### src/rtl/tms_pkg.sv
// ----------------------------------------------------------------------------
// tms_pkg: shared types and codes of the tone melody sequencer
// Command codes, decoded item kinds, the queued item layout and field widths.
// ----------------------------------------------------------------------------
`default_nettype none

package tms_pkg;

  localparam int CMD_W  = 2;
  localparam int IDX_W  = 6;
  localparam int FREQ_W = 16;
  localparam int DUR_W  = 16;
  localparam int LEN_W  = 7;
  localparam int REP_W  = 8;

  localparam int IN_DATA_W  = 56;
  localparam int OUT_DATA_W = 32;

  // Command codes as they arrive on the input tuser.
  localparam logic [CMD_W-1:0] CMD_TICK  = 2'd0;
  localparam logic [CMD_W-1:0] CMD_WRITE = 2'd1;
  localparam logic [CMD_W-1:0] CMD_PLAY  = 2'd2;
  localparam logic [CMD_W-1:0] CMD_STOP  = 2'd3;

  // Kinds of item after classification by the front end.
  localparam logic [2:0] KIND_NOP   = 3'd0;
  localparam logic [2:0] KIND_TICK  = 3'd1;
  localparam logic [2:0] KIND_WRITE = 3'd2;
  localparam logic [2:0] KIND_PLAY  = 3'd3;
  localparam logic [2:0] KIND_STOP  = 3'd4;

  localparam logic [DUR_W-1:0] ELAPSED_MAX = 16'hFFFF;

  typedef struct packed {
    logic [2:0]        kind;
    logic [IDX_W-1:0]  index;
    logic [FREQ_W-1:0] frequency;
    logic [DUR_W-1:0]  duration;
    logic [LEN_W-1:0]  length;
    logic [REP_W-1:0]  repeats;
  } tms_item_t;

endpackage

`default_nettype wire

### src/rtl/tms_front.sv
// ----------------------------------------------------------------------------
// tms_front: input classification
// Unpacks an input item, saturates the melody length, maps a repeat count of
// zero to one and turns out-of-table writes into no-operations.
// ----------------------------------------------------------------------------
`default_nettype none

module tms_front #(
  parameter int TABLE_DEPTH = 64
) (
  input  wire logic                          s_tvalid,
  output logic                               s_tready,
  input  wire logic [tms_pkg::IN_DATA_W-1:0] s_tdata,
  input  wire logic [tms_pkg::CMD_W-1:0]     s_tuser,
  input  wire logic                          queue_full,
  output logic                               push,
  output tms_pkg::tms_item_t                 item
);

  localparam logic [7:0] DEPTH_L = 8'(TABLE_DEPTH);

  logic [tms_pkg::IDX_W-1:0]  index;
  logic [tms_pkg::FREQ_W-1:0] frequency;
  logic [tms_pkg::DUR_W-1:0]  duration;
  logic [tms_pkg::LEN_W-1:0]  length;
  logic [tms_pkg::REP_W-1:0]  repeats;

  assign index     = s_tdata[5:0];
  assign frequency = s_tdata[21:6];
  assign duration  = s_tdata[37:22];
  assign length    = s_tdata[44:38];
  assign repeats   = s_tdata[52:45];

  assign s_tready = !queue_full;
  assign push     = s_tvalid && !queue_full;

  always_comb begin
    item.index     = index;
    item.frequency = frequency;
    item.duration  = duration;
    item.length    = ({1'b0, length} > DEPTH_L) ? DEPTH_L[6:0] : length;
    item.repeats   = (repeats == '0) ? 8'd1 : repeats;
    unique case (s_tuser)
      tms_pkg::CMD_TICK:  item.kind = tms_pkg::KIND_TICK;
      tms_pkg::CMD_WRITE: begin
        item.kind = ({2'b00, index} < DEPTH_L) ? tms_pkg::KIND_WRITE : tms_pkg::KIND_NOP;
      end
      tms_pkg::CMD_PLAY:  item.kind = tms_pkg::KIND_PLAY;
      default:            item.kind = tms_pkg::KIND_STOP;
    endcase
  end

endmodule

`default_nettype wire

### src/rtl/tms_queue.sv
// ----------------------------------------------------------------------------
// tms_queue: two-entry item queue
// Decouples classification from execution; push and pop may share a cycle.
// ----------------------------------------------------------------------------
`default_nettype none

module tms_queue (
  input  wire logic               clk,
  input  wire logic               rst,
  input  wire logic               push,
  input  wire tms_pkg::tms_item_t din,
  output logic                    full,
  output logic                    empty,
  input  wire logic               pop,
  output tms_pkg::tms_item_t      dout
);

  tms_pkg::tms_item_t slot [2];
  logic       wr_ptr;
  logic       rd_ptr;
  logic [1:0] count;

  assign full  = (count == 2'd2);
  assign empty = (count == 2'd0);
  assign dout  = slot[rd_ptr];

  always_ff @(posedge clk) begin
    if (push) begin
      slot[wr_ptr] <= din;
    end
  end

  always_ff @(posedge clk) begin
    if (rst) begin
      wr_ptr <= 1'b0;
      rd_ptr <= 1'b0;
      count  <= 2'd0;
    end else begin
      if (push) begin
        wr_ptr <= !wr_ptr;
      end
      if (pop) begin
        rd_ptr <= !rd_ptr;
      end
      count <= count + {1'b0, push} - {1'b0, pop};
    end
  end

endmodule

`default_nettype wire

### src/rtl/tms_back.sv
// ----------------------------------------------------------------------------
// tms_back: melody execution
// Holds the note table and the playback state, carries out one queued item a
// cycle while the output is not stalled and registers the result item.
// ----------------------------------------------------------------------------
`default_nettype none

module tms_back #(
  parameter int TABLE_DEPTH = 64
) (
  input  wire logic                           clk,
  input  wire logic                           rst,
  input  wire logic                           in_valid,
  input  wire tms_pkg::tms_item_t             item,
  output logic                                pop,
  output logic                                m_tvalid,
  input  wire logic                           m_tready,
  output logic [tms_pkg::OUT_DATA_W-1:0]      m_tdata
);

  localparam int AW = $clog2(TABLE_DEPTH);
  localparam int NW = tms_pkg::LEN_W;

  // Note table: frequency in the upper half, duration in the lower half.
  logic [31:0]   note_mem [TABLE_DEPTH];
  logic [15:0]   rd_freq;
  logic [15:0]   rd_dur;
  logic [15:0]   entry0_freq;
  logic [15:0]   entry0_dur;
  logic [AW-1:0] rd_addr;
  logic [AW-1:0] wr_addr;
  logic          wr_en;

  logic [NW-1:0] next_note,         next_note_next;
  logic [NW-1:0] active_length,     active_length_next;
  logic [15:0]   elapsed_ms,        elapsed_ms_next;
  logic [15:0]   current_duration,  current_duration_next;
  logic [15:0]   current_frequency, current_frequency_next;
  logic [7:0]    plays_left,        plays_left_next;
  logic          busy,              busy_next;

  logic          take;
  logic          do_advance;
  logic [15:0]   elapsed_inc;
  logic          at_end;
  logic          sounding;
  logic [AW+tms_pkg::IDX_W-1:0] wr_wide;
  logic [AW+NW-1:0]             rd_wide;

  assign take = in_valid && (!m_tvalid || m_tready);
  assign pop  = take;

  assign wr_wide = {{AW{1'b0}}, item.index};
  assign wr_addr = wr_wide[AW-1:0];

  assign elapsed_inc = (elapsed_ms != tms_pkg::ELAPSED_MAX) ? elapsed_ms + 16'd1 : elapsed_ms;
  assign at_end      = (next_note >= active_length);

  always_comb begin
    next_note_next         = next_note;
    active_length_next     = active_length;
    elapsed_ms_next        = elapsed_ms;
    current_duration_next  = current_duration;
    current_frequency_next = current_frequency;
    plays_left_next        = plays_left;
    busy_next              = busy;
    wr_en                  = 1'b0;
    do_advance             = 1'b0;

    if (take) begin
      case (item.kind)
        tms_pkg::KIND_TICK: begin
          if (busy) begin
            elapsed_ms_next = elapsed_inc;
            do_advance      = (elapsed_inc >= current_duration);
          end
        end
        tms_pkg::KIND_WRITE: wr_en = 1'b1;
        tms_pkg::KIND_PLAY: begin
          active_length_next = item.length;
          next_note_next     = '0;
          if (item.length == '0) begin
            busy_next              = 1'b0;
            current_frequency_next = '0;
            plays_left_next        = '0;
          end else begin
            busy_next              = 1'b1;
            plays_left_next        = item.repeats;
            current_frequency_next = entry0_freq;
            current_duration_next  = entry0_dur;
            elapsed_ms_next        = '0;
            next_note_next         = 7'd1;
          end
        end
        tms_pkg::KIND_STOP: begin
          busy_next              = 1'b0;
          current_frequency_next = '0;
          plays_left_next        = '0;
        end
        default: ;
      endcase
    end

    // Step to the next note; the prefetched entry is the one it needs.
    if (do_advance) begin
      if (active_length == '0 || (at_end && plays_left <= 8'd1)) begin
        busy_next              = 1'b0;
        current_frequency_next = '0;
        plays_left_next        = '0;
      end else begin
        current_frequency_next = rd_freq;
        current_duration_next  = rd_dur;
        elapsed_ms_next        = '0;
        if (at_end) begin
          plays_left_next = plays_left - 8'd1;
          next_note_next  = 7'd1;
        end else begin
          next_note_next  = next_note + 7'd1;
        end
      end
    end
  end

  // Prefetch the entry that the next advance would load.
  assign rd_wide = {{AW{1'b0}}, next_note_next};
  assign rd_addr = (next_note_next >= active_length_next) ? '0 : rd_wide[AW-1:0];

  always_ff @(posedge clk) begin
    if (wr_en) begin
      note_mem[wr_addr] <= {item.frequency, item.duration};
    end
    if (wr_en && wr_addr == rd_addr) begin
      {rd_freq, rd_dur} <= {item.frequency, item.duration};
    end else begin
      {rd_freq, rd_dur} <= note_mem[rd_addr];
    end
    if (wr_en && item.index == '0) begin
      entry0_freq <= item.frequency;
      entry0_dur  <= item.duration;
    end
  end

  always_ff @(posedge clk) begin
    if (rst) begin
      next_note         <= '0;
      active_length     <= '0;
      elapsed_ms        <= '0;
      current_duration  <= '0;
      current_frequency <= '0;
      plays_left        <= '0;
      busy              <= 1'b0;
    end else begin
      next_note         <= next_note_next;
      active_length     <= active_length_next;
      elapsed_ms        <= elapsed_ms_next;
      current_duration  <= current_duration_next;
      current_frequency <= current_frequency_next;
      plays_left        <= plays_left_next;
      busy              <= busy_next;
    end
  end

  assign sounding = busy_next && (current_frequency_next != '0);

  always_ff @(posedge clk) begin
    if (take) begin
      m_tdata <= {7'd0, next_note_next, busy_next,
                  (sounding ? current_frequency_next : 16'd0), sounding};
    end
  end

  always_ff @(posedge clk) begin
    if (rst) begin
      m_tvalid <= 1'b0;
    end else if (take) begin
      m_tvalid <= 1'b1;
    end else if (m_tready) begin
      m_tvalid <= 1'b0;
    end
  end

  a_busy_has_position: assert property (@(posedge clk) disable iff (rst)
    busy |-> (next_note != '0 && next_note <= active_length))
    else $error("playing with a note position outside the melody");

  a_busy_has_plays: assert property (@(posedge clk) disable iff (rst)
    busy |-> plays_left != '0)
    else $error("playing with no plays left");

  a_idle_silent: assert property (@(posedge clk) disable iff (rst)
    !busy |-> current_frequency == '0)
    else $error("idle with a frequency held");

  a_stall_holds_state: assert property (@(posedge clk) disable iff (rst)
    !take |=> $stable(next_note) && $stable(busy) && $stable(elapsed_ms))
    else $error("playback state moved without an item");

endmodule

`default_nettype wire

### src/rtl/tone_melody_sequencer_unit.sv
// ----------------------------------------------------------------------------
// tone_melody_sequencer_unit: note table melody player
// Loads a table of notes, plays it on millisecond ticks with repeats, and
// reports the sounding tone after every item.
// ----------------------------------------------------------------------------
//
// Channel  Direction  Fields (lowest bit first)
// -------  ---------  ---------------------------------------------------------
// s_*      in         tuser: cmd; tdata: entry_index, entry_frequency,
//                     entry_duration_ms, melody_length, repeat_count
// m_*      out        tdata: tone_active, tone_frequency, melody_busy,
//                     note_position
//
// One result item leaves for every input item, in order. The block takes one
// item per clock cycle while the output is not stalled; each item passes
// through the two-entry queue and then the output register before its result
// leaves. The rate is set by the playback state update, which finishes each
// item using a note table entry that is registered ahead of the step that
// needs it. Reset is synchronous and leaves the player idle; the note table
// holds no value until written. A stalled output holds the queue, and the
// input is refused only once both queue entries are full.
//
`default_nettype none

module tone_melody_sequencer_unit #(
  parameter int TABLE_DEPTH = 64
) (
  input  wire logic                           clk,
  input  wire logic                           rst,
  input  wire logic                           s_tvalid,
  output logic                                s_tready,
  // entry_index[5:0], entry_frequency[21:6], entry_duration_ms[37:22],
  // melody_length[44:38], repeat_count[52:45], zero fill [55:53]
  input  wire logic [tms_pkg::IN_DATA_W-1:0]  s_tdata,
  // cmd[1:0]
  input  wire logic [tms_pkg::CMD_W-1:0]      s_tuser,
  output logic                                m_tvalid,
  input  wire logic                           m_tready,
  // tone_active[0], tone_frequency[16:1], melody_busy[17],
  // note_position[24:18], zero fill [31:25]
  output logic [tms_pkg::OUT_DATA_W-1:0]      m_tdata
);

  tms_pkg::tms_item_t front_item;
  tms_pkg::tms_item_t head_item;
  logic               push;
  logic               pop;
  logic               queue_full;
  logic               queue_empty;

  // Front end: unpack and classify each accepted item.
  tms_front #(
    .TABLE_DEPTH (TABLE_DEPTH)
  ) u_front (
    .s_tvalid   (s_tvalid),
    .s_tready   (s_tready),
    .s_tdata    (s_tdata),
    .s_tuser    (s_tuser),
    .queue_full (queue_full),
    .push       (push),
    .item       (front_item)
  );

  // Short queue so that either side may stall on its own.
  tms_queue u_queue (
    .clk   (clk),
    .rst   (rst),
    .push  (push),
    .din   (front_item),
    .full  (queue_full),
    .empty (queue_empty),
    .pop   (pop),
    .dout  (head_item)
  );

  // Back end: note table, playback state and the result register.
  tms_back #(
    .TABLE_DEPTH (TABLE_DEPTH)
  ) u_back (
    .clk      (clk),
    .rst      (rst),
    .in_valid (!queue_empty),
    .item     (head_item),
    .pop      (pop),
    .m_tvalid (m_tvalid),
    .m_tready (m_tready),
    .m_tdata  (m_tdata)
  );

endmodule

`default_nettype wire
### config.mk
export PLATFORM = sky130hd
export DESIGN_NAME = tone_melody_sequencer_unit
export DESIGN_NICKNAME = d
export VERILOG_FILES = /design/src/rtl/tms_pkg.sv /design/src/rtl/tms_front.sv /design/src/rtl/tms_queue.sv /design/src/rtl/tms_back.sv /design/src/rtl/tone_melody_sequencer_unit.sv
export SDC_FILE = /design/constraint.sdc
export NUM_CORES = 2
export LEC_CHECK = 0
export ABC_AREA = 1
export BUFFER_PORTS_ARGS = -buffer_cell sky130_fd_sc_hd__clkbuf_2
export CAP_MARGIN = 20
export CORE_MARGIN = 8
export CORE_UTILIZATION = 35
export CTS_BUF_LIST = sky130_fd_sc_hd__clkbuf_8
export DETAILED_ROUTE_END_ITERATION = 12
export PLACE_DENSITY = 0.49
export SETUP_SLACK_MARGIN = 0.15
export SYNTH_ARGS = -nofsm -noshare
export SYNTH_HDL_FRONTEND = slang
export SYNTH_SLANG_ARGS = --single-unit
export TNS_END_PERCENT = 1
### constraint.sdc
create_clock -name clk -period 14.9 [get_ports clk]
set_clock_uncertainty 0.2 [all_clocks]
set_input_delay 2.235 -clock clk [delete_from_list [all_inputs] [get_ports clk]]
set_output_delay 2.235 -clock clk [all_outputs]
set_load 0.01 [all_outputs]
==> summary.md <==
| Metric | Value |
|---|---|
| Postcts setup bufs | 0 |
| Cell Int Power | 11.1 mW |
| DRC Markers | 0 |
| Hold Buf Count CTS | 0 |
| Slew headroom | between 20% and 30% |
| Logic pwr share | ~17% |
| Sequential cell area fraction in the yosys report | 74.1% |
| Leak Pwr | ~35 nW |
| Row count | 188 |
| CORE AREA | 262000 um2 |
| EDFF count, synth | roughly 2.2k |
| RSZ-0062 raised after global routing | no |
| Slowest stage cell, crit path | buf_4 |
| CP cell instances | buf_4 > buf_4 > buf_12 > buf_12 > nand2_1 > nand3_1 > nand3_1 > nand3_1 > nand3_1 > nand3_1 > nand3_1 > nand2_1 > nor2_1 > nand2_1 > nor2_2 > nand2_2 > nand2_4 > nor2_1 |
| Yosys cell types | 55 |
| Critical Path Sink Type | flip-flop |
| Sw power | 4.78 mW |
| Fin crit period | roughly 6.5 ns |
| I/O Pins | 96 |
| I/O Buffers | 85 |
| Data required, critical path | 15.64 ns |
| Ranking of synthesized cells by area | edfxtp_1 (72%), nand3_1 (5.9%), nand2_1 (5.6%) |
| Yosys warns | 0 |
| Reg power frac | 50.6% |
| Max Slew Vio Count | 0 |
| DR vias | 60.3k |
| Crit-path most repeated cell | nand3_1 |
| WS Path Type | reg -> reg |
| Die width | 529 um |
| Hold crit path type | reg -> reg |
| DRT Wirelength | 286 mm |
| Count leader, synth | edfxtp_1 |
| Slowest stage delay, CP | a little under 0.8 ns |
| Post_cts resized | 0 |
| Total die area | 280000 um2 |
| Iteration count of the initial detailed-routing pass | 8 |
| P per Cell Area | 153 nW/um2 |
| Final setup fails | 0 |
| FMAX | 153 MHz |
| Total GRT Usage | 19.6% |
| First-pass GRT wire length | around 400 mm |
| Clock Latency Late Sink | 1.09 ns |
| Antenna Nets Post-Route | 0 |
| Post-synthesis register bit count | 2300 |
| Root Buffer | clkbuf_8 |
| Max Cap Violations | 0 |
| Syn Area/Cell | 12.3 um2 |
| Status | complete, no violations |
| Hpwl dp | 141 mm |
| Largest net degree at the start of global routing | around 180 |
| Clock share of power | 32.2% |
| Critical Path Start Type | flip-flop |
| Clock Sinks | around 2.3k |
| Final worst-path cycle share | 43.9% |
| Grt ovf | 0 |
| Synth Cell Area | 92000 um2 |
| Gate Count Post-Synth | 7462 |
| Yosys top cell area share | between 70% and 80% |
| Synth Flop Type | edfxtp_1 |
| CTS buffer count | 403 |
| Fraction of layout cells with a size suffix above 1 | a little over a tenth |
| Clock Path Buffers | 4 |
| Chip height | 529 um |
| Critical path fanouts, max | 171 |
| Area grow syn2layout | 12.7% |
| Fin Hold WS | between 0.2 and 0.3 ns |
| Number of DRC markers in iteration 0 | 5919 |
| Top cells by count, synth | edfxtp_1 (2217), nand2_1 (1375), nand3_1 (1083) |
| Starting Density | 35.1% |
| Ys async rst share | 0% |
| Vias in the first global route | 58.4k |
| Final Wtd Congestion | 0.819 |
| H-tree depth | 5 |
| CTS clk-pin slew, worst paths | 0.06 ns |
| Maximum vdd ir drop | 0.135 mV |
| Via density | roughly 5.3 |
| Cell taking the most area after synthesis | edfxtp_1 |
| Slew @ Worst Pin | 1.18 ns |
| Sw Ratio | 30.2% |
| TritonCTS clock tree | done |
| Fin. Hold Viols | 0 |
| Setup TNS Final | 0 ns |
| Wirelength per Cell | 24.9 um |
| Final #Nets | 7730 |
| Initial antenna violation count | 23 |
| CP Data Arrival Time | roughly 7.3 ns |
-- power groups by stage --
stage / logic, mW / registers [mW] / clock network [mW]
finish: 2.73 / 8.01 / 5.10
global route: 2.96 / 8.01 / 5.49
CTS: 2.76 / 8.01 / 5.23
detailed placement: 2.75 / 8.14 / 0
global placement: 2.69 / 8.14 / 0
floorplan: 1.49 / 8.16 / 0
-- area by class of cell --
type,count,area (um2)
fill,25053,158000
sequential,2300,68300
multi-input combinational,4525,21800
clock buffer,416,5730
tap,3515,4400
timing repair buffer,258,1860
clock inverter,272,1120
inverter,141,558
antenna,18,45.0
-- cells in the final DEF, fill, tap and decap left out, drive strengths merged --
cell,netlist,final
edfxtp,2217,2217
nand2,1382,1382
nand3,1083,1083
nor2,829,829
o21ai,679,679
clkbuf,315,501
inv,139,281
o22ai,263,263
buf,187,173
clkinv,2,127
dfxtp,83,83
ha,39,39
o221ai,38,38
a21oi,34,34
o211ai,23,23
nor3,19,19
a31oi,19,19
diode,0,18
xor2,18,18
o21a,18,18
or2,15,15
a221oi,9,9
a22oi,7,7
conb,1,7
nand4,7,7
nor4,7,7
o32ai,6,6
mux2i,5,5
nor3b,3,3
clkinvlp,0,3
o311ai,3,3
a21o,2,2
mux2,2,2
o31ai,2,2
a211oi,2,2
bufinv,0,2
xnor2,1,1
o21bai,1,1
a21boi,1,1
o22a,1,1
-- through the flow --
stage	instances	cell area, um2	setup slack, ns	power [mW]	util (%)
finish	11445	104000	8.36	15.8	39.6
global route	11431	104000	7.80	16.5	39.6
CTS	11426	104000	8.47	16.0	39.6
detailed placement	10738	96800	8.51	10.9	36.9
global placement	10737	96800	8.53	10.8	36.9
floorplan	7468	92100	9.47	9.66	-
-- path summary, 6_finish.rpt --
| check | from | cells past startpoint | to | slack, ns |
|---|---|---|---|---|
| worst max-delay path | flip-flop | 18 | u_back.m_tdata[5] | 8.36 |
| worst min-delay path | u_queue.rd_ptr | 1 | u_queue.rd_ptr | 0.25 |
| worst max register to register | flip-flop | 18 | u_back.m_tdata[5] | 8.36 |
| worst min register to register | u_queue.rd_ptr | 1 | u_queue.rd_ptr | 0.25 |
-- critical path: cells and delay by family, from the launching register on --
family	cells	cell delay [ns]
buf+inv	4	2.45
simple gates	14	2.19
flops	1	0.74
-- metal layers --
layer / global-route usage [%] / wire length (um)
met5: 0 / 36
met4: 6.39 / 8680
met3: 3.06 / 17500
met2: 32.5 / 136000
met1: 26.6 / 124000
-- registers in the layout, summed over array words and instances (netlist names), named ones only --
name	count
u_queue.slot	112
u_back.entry0_freq	16
u_back.m_tdata	25
u_back.plays_left	8
u_back.entry0_dur	16
u_back.elapsed_ms	16
u_back.m_tvalid	1
u_back.current_frequency	16
u_queue.wr_ptr	1
u_back.active_length	7
u_queue.rd_ptr	1
u_back.current_duration	16
u_back.busy	1
u_back.note_mem	2048
u_queue.count	2
u_back.next_note	7
-- logic make-up (layout without fill, tap and decap cells) --
family / count (synthesis) / after routing / share of synthesized area (%)
mux: 7 / 7 / 0.0788
flops: 2300 / 2300 / 74.1
simple gates: 3345 / 3345 / 15.4
other cells: 1 / 25 / 0.00407
xor+xnor: 19 / 19 / 0.181
fa+ha+maj: 39 / 39 / 0.530
compound gates: 1108 / 1108 / 6.82
buf+inv: 643 / 1087 / 2.89
(Power assumes the default switching activity.)
